===== src/hw/rtl/plc_pkg.sv =====
// Shared types and constants for the peak label cleanup block.
package plc_pkg;

    localparam int MAX_GAP       = 62;
    localparam int RUN_CAP       = 61;
    localparam int GAP_LIMIT_CAP = (MAX_GAP < RUN_CAP) ? MAX_GAP : RUN_CAP;
    localparam int GAP_W         = 6;
    localparam int POS_W         = 3;
    localparam int POS_SAT       = 7;
    localparam int POS_JUDGE     = 2;
    localparam int POS_DESPECKLE = 4;
    localparam int LBL_W         = 2;
    localparam int TDATA_W       = 8;
    localparam int GAP_RESET     = 1;

    typedef logic [LBL_W-1:0] label_t;

    localparam label_t LBL_BG   = 2'd0;
    localparam label_t LBL_PEAK = 2'd1;
    localparam label_t LBL_EXCL = 2'd2;
    localparam label_t LBL_RSVD = 2'd3;

    typedef enum logic [2:0] {
        ST_IDLE,
        ST_JUDGE,
        ST_DRAIN_J,
        ST_TAIL_A,
        ST_DRAIN_A,
        ST_TAIL_B,
        ST_DRAIN_B
    } state_t;

    typedef struct packed {
        logic load;
        logic judge;
        logic tail_a;
        logic tail_b;
        logic drain;
        logic drain_final;
        logic clear;
    } cmd_t;

    typedef struct packed {
        logic pend_empty;
        logic last_bin;
        logic pos_ge2;
    } stat_t;

endpackage


===== src/hw/rtl/plc_ctrl.sv =====
// Controller state machine that sequences the judge, tail and drain steps.
module plc_ctrl (
    input  logic           aclk,
    input  logic           aresetn,
    input  logic           in_valid,
    output logic           in_ready,
    input  plc_pkg::stat_t stat,
    output plc_pkg::cmd_t  cmd
);

    plc_pkg::state_t state_reg;
    plc_pkg::state_t state_next;

    always_ff @(posedge aclk) begin
        if (!aresetn) begin
            state_reg <= plc_pkg::ST_IDLE;
        end else begin
            state_reg <= state_next;
        end
    end

    always_comb begin
        state_next = state_reg;
        unique case (state_reg)
            plc_pkg::ST_IDLE: begin
                if (in_valid) begin
                    state_next = plc_pkg::ST_JUDGE;
                end
            end
            plc_pkg::ST_JUDGE: begin
                state_next = plc_pkg::ST_DRAIN_J;
            end
            plc_pkg::ST_DRAIN_J: begin
                if (stat.pend_empty) begin
                    if (!stat.last_bin) begin
                        state_next = plc_pkg::ST_IDLE;
                    end else if (stat.pos_ge2) begin
                        state_next = plc_pkg::ST_TAIL_A;
                    end else begin
                        state_next = plc_pkg::ST_TAIL_B;
                    end
                end
            end
            plc_pkg::ST_TAIL_A: begin
                state_next = plc_pkg::ST_DRAIN_A;
            end
            plc_pkg::ST_DRAIN_A: begin
                if (stat.pend_empty) begin
                    state_next = plc_pkg::ST_TAIL_B;
                end
            end
            plc_pkg::ST_TAIL_B: begin
                state_next = plc_pkg::ST_DRAIN_B;
            end
            plc_pkg::ST_DRAIN_B: begin
                if (stat.pend_empty) begin
                    state_next = plc_pkg::ST_IDLE;
                end
            end
            default: begin
                state_next = plc_pkg::ST_IDLE;
            end
        endcase
    end

    always_comb begin
        cmd      = '0;
        in_ready = 1'b0;
        unique case (state_reg)
            plc_pkg::ST_IDLE: begin
                in_ready = 1'b1;
                cmd.load = in_valid;
            end
            plc_pkg::ST_JUDGE: begin
                cmd.judge = 1'b1;
            end
            plc_pkg::ST_DRAIN_J, plc_pkg::ST_DRAIN_A: begin
                cmd.drain = 1'b1;
            end
            plc_pkg::ST_TAIL_A: begin
                cmd.tail_a = 1'b1;
            end
            plc_pkg::ST_TAIL_B: begin
                cmd.tail_b = 1'b1;
            end
            plc_pkg::ST_DRAIN_B: begin
                cmd.drain       = 1'b1;
                cmd.drain_final = 1'b1;
                cmd.clear       = stat.pend_empty;
            end
            default: begin
                cmd = '0;
            end
        endcase
    end

endmodule


===== src/hw/rtl/plc_datapath.sv =====
// Datapath with lookahead labels, gap run counter, pending results and output register.
module plc_datapath (
    input  logic                        aclk,
    input  logic                        aresetn,
    input  plc_pkg::cmd_t               cmd,
    output plc_pkg::stat_t              stat,
    input  plc_pkg::label_t             in_class,
    input  logic                        in_last,
    input  logic                        cfg_we,
    input  logic [plc_pkg::GAP_W-1:0]   cfg_gap,
    output logic                        out_valid,
    input  logic                        out_ready,
    output plc_pkg::label_t             out_label,
    output logic                        out_end
);

    plc_pkg::label_t             in_x_reg;
    logic                        in_last_reg;
    plc_pkg::label_t             la0_reg, la0_next;
    plc_pkg::label_t             la1_reg, la1_next;
    plc_pkg::label_t             prev_reg, prev_next;
    logic [plc_pkg::POS_W-1:0]   pos_reg, pos_next;
    logic                        after_peak_reg, after_peak_next;
    logic [plc_pkg::GAP_W-1:0]   held_reg, held_next;
    logic [plc_pkg::GAP_W-1:0]   min_gap_reg;
    logic [plc_pkg::GAP_W-1:0]   pend_cnt_reg, pend_cnt_next;
    plc_pkg::label_t             pend_lbl_reg, pend_lbl_next;
    logic                        emit_vld_reg, emit_vld_next;
    plc_pkg::label_t             emit_lbl_reg, emit_lbl_next;
    logic                        out_vld_reg, out_vld_next;
    plc_pkg::label_t             out_lbl_reg, out_lbl_next;
    logic                        out_end_reg, out_end_next;

    logic [plc_pkg::GAP_W-1:0]   limit;
    logic [plc_pkg::GAP_W-1:0]   held_inc;
    plc_pkg::label_t             judged;
    plc_pkg::label_t             gap_c;
    logic                        gap_go;
    logic                        gap_final;
    logic                        slot_free;
    logic                        pend_empty;

    assign limit = (min_gap_reg > plc_pkg::GAP_W'(plc_pkg::GAP_LIMIT_CAP))
                   ? plc_pkg::GAP_W'(plc_pkg::GAP_LIMIT_CAP) : min_gap_reg;
    assign held_inc   = held_reg + plc_pkg::GAP_W'(1);
    assign pend_empty = (pend_cnt_reg == '0) && !emit_vld_reg;
    assign slot_free  = !out_vld_reg || out_ready;

    assign stat.pend_empty = pend_empty;
    assign stat.last_bin   = in_last_reg;
    assign stat.pos_ge2    = (pos_reg >= plc_pkg::POS_W'(plc_pkg::POS_JUDGE));

    always_comb begin
        judged = la0_reg;
        if ((la0_reg == plc_pkg::LBL_PEAK) && (pos_reg >= plc_pkg::POS_W'(plc_pkg::POS_DESPECKLE))
            && (prev_reg == plc_pkg::LBL_BG) && (la1_reg == plc_pkg::LBL_BG)) begin
            judged = plc_pkg::LBL_BG;
        end
    end

    always_comb begin
        gap_c     = la0_reg;
        gap_go    = 1'b0;
        gap_final = 1'b0;
        if (cmd.judge) begin
            gap_c  = judged;
            gap_go = (pos_reg >= plc_pkg::POS_W'(plc_pkg::POS_JUDGE));
        end else if (cmd.tail_a) begin
            gap_c  = la0_reg;
            gap_go = 1'b1;
        end else if (cmd.tail_b) begin
            gap_c     = la1_reg;
            gap_go    = 1'b1;
            gap_final = 1'b1;
        end
    end

    always_comb begin
        la0_next        = la0_reg;
        la1_next        = la1_reg;
        prev_next       = prev_reg;
        pos_next        = pos_reg;
        after_peak_next = after_peak_reg;
        held_next       = held_reg;
        pend_cnt_next   = pend_cnt_reg;
        pend_lbl_next   = pend_lbl_reg;
        emit_vld_next   = emit_vld_reg;
        emit_lbl_next   = emit_lbl_reg;
        out_vld_next    = out_vld_reg && !out_ready;
        out_lbl_next    = out_lbl_reg;
        out_end_next    = out_end_reg;

        if (cmd.judge) begin
            la0_next = la1_reg;
            la1_next = in_x_reg;
            if (pos_reg != plc_pkg::POS_W'(plc_pkg::POS_SAT)) begin
                pos_next = pos_reg + plc_pkg::POS_W'(1);
            end
            if (gap_go) begin
                prev_next = judged;
            end
        end

        if (gap_go) begin
            if (gap_c == plc_pkg::LBL_BG) begin
                if (after_peak_reg) begin
                    if (held_inc > limit) begin
                        pend_cnt_next   = held_inc;
                        pend_lbl_next   = plc_pkg::LBL_BG;
                        after_peak_next = 1'b0;
                        held_next       = '0;
                    end else if (gap_final) begin
                        pend_cnt_next   = held_inc;
                        pend_lbl_next   = plc_pkg::LBL_PEAK;
                        after_peak_next = 1'b0;
                        held_next       = '0;
                    end else begin
                        held_next = held_inc;
                    end
                end else begin
                    emit_vld_next = 1'b1;
                    emit_lbl_next = plc_pkg::LBL_BG;
                end
            end else begin
                if (after_peak_reg) begin
                    pend_cnt_next = held_reg;
                    pend_lbl_next = plc_pkg::LBL_PEAK;
                end
                emit_vld_next   = 1'b1;
                emit_lbl_next   = gap_c;
                after_peak_next = (gap_c == plc_pkg::LBL_PEAK);
                held_next       = '0;
            end
        end

        if (cmd.drain && slot_free && !pend_empty) begin
            out_vld_next = 1'b1;
            if (pend_cnt_reg != '0) begin
                out_lbl_next  = pend_lbl_reg;
                out_end_next  = cmd.drain_final && in_last_reg && !emit_vld_reg
                                && (pend_cnt_reg == plc_pkg::GAP_W'(1));
                pend_cnt_next = pend_cnt_reg - plc_pkg::GAP_W'(1);
            end else begin
                out_lbl_next  = emit_lbl_reg;
                out_end_next  = cmd.drain_final && in_last_reg;
                emit_vld_next = 1'b0;
            end
        end

        if (cmd.clear) begin
            la0_next        = plc_pkg::LBL_BG;
            la1_next        = plc_pkg::LBL_BG;
            prev_next       = plc_pkg::LBL_BG;
            pos_next        = '0;
            after_peak_next = 1'b0;
            held_next       = '0;
        end
    end

    always_ff @(posedge aclk) begin
        if (cmd.load) begin
            in_x_reg    <= (in_class == plc_pkg::LBL_RSVD) ? plc_pkg::LBL_EXCL : in_class;
            in_last_reg <= in_last;
        end
        pend_lbl_reg <= pend_lbl_next;
        emit_lbl_reg <= emit_lbl_next;
        out_lbl_reg  <= out_lbl_next;
        out_end_reg  <= out_end_next;
    end

    always_ff @(posedge aclk) begin
        if (!aresetn) begin
            la0_reg        <= plc_pkg::LBL_BG;
            la1_reg        <= plc_pkg::LBL_BG;
            prev_reg       <= plc_pkg::LBL_BG;
            pos_reg        <= '0;
            after_peak_reg <= 1'b0;
            held_reg       <= '0;
            min_gap_reg    <= plc_pkg::GAP_W'(plc_pkg::GAP_RESET);
            pend_cnt_reg   <= '0;
            emit_vld_reg   <= 1'b0;
            out_vld_reg    <= 1'b0;
        end else begin
            la0_reg        <= la0_next;
            la1_reg        <= la1_next;
            prev_reg       <= prev_next;
            pos_reg        <= pos_next;
            after_peak_reg <= after_peak_next;
            held_reg       <= held_next;
            pend_cnt_reg   <= pend_cnt_next;
            emit_vld_reg   <= emit_vld_next;
            out_vld_reg    <= out_vld_next;
            if (cfg_we) begin
                min_gap_reg <= cfg_gap;
            end
        end
    end

    assign out_valid = out_vld_reg;
    assign out_label = out_lbl_reg;
    assign out_end   = out_end_reg;

endmodule


===== src/hw/rtl/peak_label_cleanup.sv =====
// Top level of the peak label cleanup block: despeckle and short gap merge of bin labels.
//
// Usage: one bin label per transaction enters on the s_ channel, s_tlast on the final bin
// of a sequence. Cleaned labels leave in input order on the m_ channel, m_tlast on the
// final label of the sequence. The cfg_ channel writes min_gap, the longest background run
// after a peak that is filled as peak (reset value 1, capped at 61 internally).
// Sequencing: a transaction is accepted in the idle state and judged in the next cycle.
// Its results then move into the single output register one per cycle while that register
// can take them, so the first one shows on m_tvalid after the judge state and a drain step.
// s_tready rises again only when a drain state finds nothing left pending, so a new bin is
// not taken before the last one is through. A final bin adds two tail steps, each followed
// by a drain (one step for a sequence of a single bin), that flush the two lookahead labels
// and any run still held. A bin that closes a held run releases the whole run.
// Reset clears all sequence state, drops any pending output and restores min_gap to 1.
// When the receiver stalls, the output register holds its label and the drain waits;
// s_tready stays low until every result of the current transaction has entered the output
// register.
module peak_label_cleanup (
    input  logic        aclk,
    input  logic        aresetn,
    input  logic        s_tvalid,
    output logic        s_tready,
    input  logic [7:0]  s_tdata,   // [1:0] bin_class, [7:2] zero
    input  logic        s_tlast,   // last_bin
    output logic        m_tvalid,
    input  logic        m_tready,
    output logic [7:0]  m_tdata,   // [1:0] bin_label, [7:2] zero
    output logic        m_tlast,   // seq_end
    input  logic        cfg_valid,
    output logic        cfg_ready,
    input  logic [5:0]  cfg_data   // min_gap
);

    plc_pkg::cmd_t   cmd;
    plc_pkg::stat_t  stat;
    plc_pkg::label_t out_label;

    assign cfg_ready = 1'b1;

    plc_ctrl u_ctrl (
        .aclk     (aclk),
        .aresetn  (aresetn),
        .in_valid (s_tvalid),
        .in_ready (s_tready),
        .stat     (stat),
        .cmd      (cmd)
    );

    plc_datapath u_datapath (
        .aclk      (aclk),
        .aresetn   (aresetn),
        .cmd       (cmd),
        .stat      (stat),
        .in_class  (s_tdata[plc_pkg::LBL_W-1:0]),
        .in_last   (s_tlast),
        .cfg_we    (cfg_valid),
        .cfg_gap   (cfg_data),
        .out_valid (m_tvalid),
        .out_ready (m_tready),
        .out_label (out_label),
        .out_end   (m_tlast)
    );

    assign m_tdata = {{(plc_pkg::TDATA_W - plc_pkg::LBL_W){1'b0}}, out_label};

endmodule


===== config.mk =====
export PLATFORM = sky130hd
export DESIGN_NAME = peak_label_cleanup
export DESIGN_NICKNAME = d
export VERILOG_FILES = /design/src/hw/rtl/plc_pkg.sv /design/src/hw/rtl/plc_ctrl.sv /design/src/hw/rtl/plc_datapath.sv /design/src/hw/rtl/peak_label_cleanup.sv
export SDC_FILE = /design/constraint.sdc
export NUM_CORES = 1
export LEC_CHECK = 0
export BUFFER_PORTS_ARGS = -buffer_cell sky130_fd_sc_hd__buf_2
export CAP_MARGIN = 20
export CORE_UTILIZATION = 34
export DETAILED_ROUTE_END_ITERATION = 10
export GPL_TIMING_DRIVEN = 1
export PLACE_DENSITY_LB_ADDON = 0.15
export SLEW_MARGIN = 10
export SYNTH_ARGS = -nofsm -noshare
export SYNTH_HDL_FRONTEND = slang
export SYNTH_SLANG_ARGS = --single-unit

===== constraint.sdc =====
create_clock -name aclk -period 3.1 [get_ports aclk]
set_clock_uncertainty 0.1 [all_clocks]
set_input_delay 0.155 -clock aclk [delete_from_list [all_inputs] [get_ports aclk]]
set_output_delay 0.155 -clock aclk [all_outputs]
set_load 0.1 [all_outputs]

---- After elaboration in Yosys (flattened, before gate mapping) ----
Cells that the tools add are included.
Widths: inputs -> output; s select.
word-level totals
  flip-flop bits (word level) ............. 43
  input bits .............................. 20
  output and inout port bits .............. 12
  logic and storage cells ................. 127
operators by class
  $add $sub $neg .......................... 3
  magnitude comparators ................... 4
  equal/unequal tests ..................... 18
  multiplexer cells ....................... 55
  bitwise gates (word level) .............. 1
  reductions and logical operators ........ 29
operators with widths
  cell                 number
  $mux 6               13
  $mux 2               13
  $mux 1               22
  $pmux 3 s7           1
  $mux 3               6
  $logic_and 1x1->1    10
  $eq 3x3->1 const B   3
  $ne 2x1->1 const B   4
  $reduce_and 2->1     4
  $add 6x1->6 const B  1
  $eq 3x2->1 const B   2
  $eq 6x1->1 const B   1
  $gt 6x6->1           1
  $gt 6x6->1 const B   1
  $logic_not 2->1      3
  $logic_not 6->1      1
  $reduce_bool 6->1    1
  $sub 6x1->6 const B  1
  $eq 2x1->1 const B   2
  $logic_not 1->1      4
  $ne 2x2->1 const B   2
  $reduce_and 4->1     1
  $add 3x1->3 const B  1
  $eq 3x1->1 const B   1
  other kinds (11)     11

---- Depth between registers and ports, before layout ----
  depth in word-level cells ............... 12
  depth in mapped cells ................... 11
  gate-level depth less buffers ........... 10

---- By module ----
Synthesis repeated with hierarchy kept, for this count alone.
second synthesis, totals
  cells, all modules ...................... 285
  area, all modules ....................... 2,544.9 µm²
by module, submodules not included
  module              times used  cells each  area each (µm²)  sequential area each (µm²)
  plc_datapath        1           246         2,262.2          870.8
  plc_ctrl            1           30          222.7            60.1
  peak_label_cleanup  1           9           60.1             0.0

---- Least setup slack after synthesis ----
OpenSTA, ideal clock, no wires.
  kind .................................... register to register
  from .................................... register u_datapath.held_reg[0] (netlist bit)
  to ...................................... register u_datapath.pend_cnt_reg[1] (netlist bit)
  library setup time ...................... 0.117 ns
  data arrival time ....................... 2.783 ns
  required time ........................... 2.883 ns
  path slack .............................. 0.100 ns
  cell stages (with the launch flop) ...... 11
  buffers on the path ..................... 0
  period minus slack after synthesis ...... 3.000 ns
  cells stage by stage .................... dfxtp_1 ha_1 nand3_1 xnor2_1 ha_1 and4_1 o21a_1 o31ai_1 nand2_1 a211o_1 a32o_1
on the way
  cells in the longest elaborated chain, start to end .. 8
  elaborated cells between the ends (all ways) .. 9
  those cells by class .................... 1 x add/sub; 1 x order compare; 7 x mux
ends and longest elaborated chain
  element                               RTL line                                  source
  from (decl)                           plc_datapath.sv:24                        logic [plc_pkg::GAP_W-1:0] held_reg, held_next;
  from (signal assigned)                plc_datapath.sv:189                       held_reg <= held_next;
  $add 6x1->6 (*)                       plc_datapath.sv:45                        assign held_inc = held_reg + plc_pkg::GAP_W'(1);
  $gt 6x6->1 or $mux 6 (tied branches)  plc_datapath.sv:107, plc_datapath.sv:112
  $mux 6 (*)                            plc_datapath.sv:107                       if (held_inc > limit) begin
  $mux 6 (*)                            plc_datapath.sv:106                       if (after_peak_reg) begin
  $mux 6 (*)                            plc_datapath.sv:105                       if (gap_c == plc_pkg::LBL_BG) begin
  $mux 6 (*)                            plc_datapath.sv:104                       if (gap_go) begin
  $mux 6                                plc_datapath.sv:138                       if (pend_cnt_reg != '0) begin
  $mux 6 (*)                            plc_datapath.sv:136                       if (cmd.drain && slot_free && !pend_empty) begin
  to (signal assigned)                  plc_datapath.sv:190                       pend_cnt_reg <= pend_cnt_next;
  to (decl)                             plc_datapath.sv:26                        logic [plc_pkg::GAP_W-1:0] pend_cnt_reg, pend_cnt_next;
Every way passes the cells marked *; elsewhere a longest branch is shown, timed or not.
A chain may end at the register's enable or synchronous reset.

---- Final worst setup path ----
  from .................................... register u_datapath.held_reg[2] (netlist bit)
  to ...................................... register u_datapath.pend_cnt_reg[0] (netlist bit)
on the way
  cells in the longest elaborated chain, start to end .. 8
ends and longest elaborated chain
  element          RTL line
  $add 6x1->6 (*)  plc_datapath.sv:45
  $gt 6x6->1 (*)   plc_datapath.sv:107
  $mux 6 (*)       plc_datapath.sv:107
  $mux 6 (*)       plc_datapath.sv:106
  $mux 6 (*)       plc_datapath.sv:105
  $mux 6 (*)       plc_datapath.sv:104
  $mux 6           plc_datapath.sv:138
  $mux 6 (*)       plc_datapath.sv:136
Marks and branches as above.

==> metrics.md <==
| Metric | Value |
|---|---|
| Vias | `2154` |
| IO Port Bufs | `18` |
| Total Routing Usage GR | `0.162` |
| Hold WC Path Type | `in -> reg` |
| Yosys Warn Count | `0` |
| Sequential fraction of the synthesis area | `0.370` |
| Avg Vias per Cell | `5.24` |
| DRC Markers | `0` |
| Max Cap Viol | `0` |
| Yosys cell types | `59` |
| Critical path buffers and inverters | `0` |
| Cell Int Power | `0.000977 W` |
| CP Capture Type | `flop` |
| Critical path type | `reg -> reg` |
| Yosys reg bits | `42` |
| Slowest cell on crit path | `or4_1` |
| Critical Path AT | `2930 ps` |
| Async SR Flop Fraction | `0` |
| Number of synthesized flops with an enable pin | `9` |
| RSZ-0062 raised after global routing | `no` |
| # IOs | `32` |
| Synth top area share | `0.263` |
| Share of cells above drive strength 1 | `0.140` |
| Critical-path cell list | `nand3_1, nor2_1, xor2_1, ha_1, and4_1, o21a_1, or4_1, a31oi_1, o21ai_0, o2111a_1` |
| Worst slew margin | `0.595` |
| DR iter-0 viols | `71` |
| CTS Root Cell | `clkbuf_8` |
| Clk sinks | `42` |
| DRT Wirelength | `5740 um` |
| Total gr overflow | `0` |
| Met3 WL | `195 um` |
| Startpoint types | `flop` |
| Postcts setup bufs | `0` |
| Data required time of the critical path | `3200 ps` |
| Setup TNS | `0 ps` |
| Initial Util | `0.360` |
| CP max stage delay | `510 ps` |
| Worst skew pair latency | `300 ps` |
| First-pass GRT wire length | `9740 um` |
| H-tree Lvls | `2` |
| Largest net degree at the start of global routing | `20` |
| Final setup viols | `0` |
| Row count | `30` |
| Initial antenna violation count | `0` |
| Total CTS buffers | `5` |
| Switching Share | `0.344` |
| ANT cells | `0` |
| Core Area | `6980 um^2` |
| Die extent in x | `88.0 um` |
| Die area | `7740 um^2` |
| Top_reg_cell synth | `dfxtp_1` |
| Synthesized area per cell | `8.55 um^2` |
| Net Sw Power | `0.000514 W` |
| Max Clk Rate | `353 MHz` |
| Peak VDD IR | `159 uV` |
| Worst-path clk slew | `80 ps` |
| Worst Hold Slack | `4.02 ps` |
| Minimum clock period | `2830 ps` |
| Run status | `finished clean` |
| Max FO, Critical Path | `4` |
| Syn Inst Count | `294` |
| Flop pwr share | `0.431` |
| Synth-to-layout area growth | `13.4%` |
| Pwr Density | `523 nW/um^2` |
| Final Hold Viols | `0` |
| GPL Wtd Cong | `0.784` |
| Post-DP HPWL | `4150 um` |
| Clock share of power | `0.298` |
| Max layer used | `met4` |
| Vias in the first global route | `1994` |
| Detail Route met2 WL | `2530 um` |
| Routed wire per std cell | `14.0 um` |
| Pleak | `1.14 nW` |
| CP delay by family, top | `simple AND/OR/NAND/NOR gates` |
| Setup ws final | `268 ps` |
| Final core occ | `0.409` |
| Worst Tran Pin Value | `607 ps` |
| Gate power share | `0.271` |
| Final Max Slew Viols | `0` |
| Antenna Nets Post-Route | `0` |
| Synth top area cells | `dfxtp_1, edfxtp_1, ha_1` |
| Setup WS pre-CTS | `84.5 ps` |
| Chip Height | `88.0 um` |
| Synthesized area | `2510 um^2` |
| Final Cycle Share | `0.914` |
| CTS tree | `done` |
| Detailed Routing Iterations Pass 1 | `4` |
| Largest area contributor in the netlist | `dfxtp_1` |
| Nets | `345` |
| Metal-1 WL | `2960 um` |
| CTS max path bufs | `2` |
## Yosys cell counts (5+ instances only)
| cell type | number |
|---|---|
| a21oi_1 | 19 |
| a31oi_1 | 6 |
| buf_4 | 7 |
| clkbuf_1 | 15 |
| dfxtp_1 | 33 |
| edfxtp_1 | 9 |
| ha_1 | 11 |
| inv_1 | 10 |
| mux2i_1 | 11 |
| nand2_1 | 25 |
| nand3_1 | 11 |
| nor2_1 | 24 |
| nor2b_1 | 10 |
| nor3_1 | 10 |
| o211ai_1 | 5 |
| o21ai_0 | 14 |
| o31ai_1 | 5 |
## power by group through the flow
stage	Sequential, W	Clock (W)	Combinational (W)
final	0.000642	0.000445	0.000404
after detailed placement	0.000654	0	0.000399
after global placement	0.000654	0	0.000395
after global routing	0.000649	0.000471	0.000446
after CTS	0.000641	0.000456	0.000403
after floorplan	0.000653	0	0.000309
## cell usage in the layout, fill, tap and decap left out, types with 10 or more instances in the layout
master,count
dfxtp_1,32
nand2_1,25
nor2_1,24
a21oi_1,19
buf_2,18
o21ai_0,14
nand3_1,11
mux2i_1,11
ha_1,11
buf_4,11
inv_1,10
nor2b_1,10
nor3_1,10
## through the flow
step                cells  area [um^2]  power (W)
CTS                   411         2850    0.00150
floorplan             299         2530   0.000962
global route          411         2850    0.00157
global placement      400         2710    0.00105
detailed placement    400         2710    0.00105
finish                411         2850    0.00149
## worst paths after layout
path | cells past startpoint | endpoint | slack [ps] | startpoint
setup / recovery | 10 | u_datapath.pend_cnt_reg[0]$_SDFF_PN0_ | 270 | u_datapath.held_reg[2]$_SDFFE_PP0P_
hold / removal | 3 | u_datapath.min_gap_reg[5]$_SDFFE_PN0P_ | 4 | cfg_data[5]
setup reg to reg | 10 | u_datapath.pend_cnt_reg[0]$_SDFF_PN0_ | 270 | u_datapath.held_reg[2]$_SDFFE_PP0P_
hold reg to reg | 2 | u_datapath.min_gap_reg[0]$_SDFFE_PN1P_ | 390 | u_datapath.min_gap_reg[0]$_SDFFE_PN1P_
## worst reg2reg max path: stages, from the launching register on
cell      delay [ps]
dfxtp_1          410
nand3_1          130
nor2_1           150
xor2_1           250
ha_1             300
and4_1           190
o21a_1           140
or4_1            510
a31oi_1          210
o21ai_0          100
o2111a_1         230
## per-layer routing
| metal | global-route usage | vias up |
|---|---|---|
| li1 | - | 1094 |
| met5 | 0 | - |
| met3 | 0.0349 | 4 |
| met1 | 0.222 | 1012 |
| met4 | 0.0447 | 0 |
| met2 | 0.257 | 44 |
## kinds of logic (layout without fill, tap and decap cells)
group / Yosys count / in the layout / synth area share
simple gates: 110 / 110 / 0.231
compound gates: 76 / 76 / 0.203
flops: 42 / 42 / 0.370
buf+inv: 34 / 50 / 0.0647
mux: 13 / 13 / 0.0527
fa+ha+maj: 11 / 11 / 0.0547
xor+xnor: 6 / 6 / 0.0209
other cells: 2 / 7 / 0.00299
## area by class of cell
class                   count  area (um^2)
clock buffers               6         72.6
flip-flops and latches     42          932
inverters                  10         37.5
fillers                   734         4130
repair buffers             32          203
clock inverters             2         37.5
well taps                  96          120
multi-input cells         223         1450
## what timing repair did
| item | 4_1_cts | 5_1_grt |
|---|---|---|
| gates resized for setup | 0 | 2 |
| hold buffers | 3 | 0 |
| setup endpoints to repair | 0 | 9 |
| hold endpoints to repair | 3 | 0 |
(Power assumes the default switching activity.)
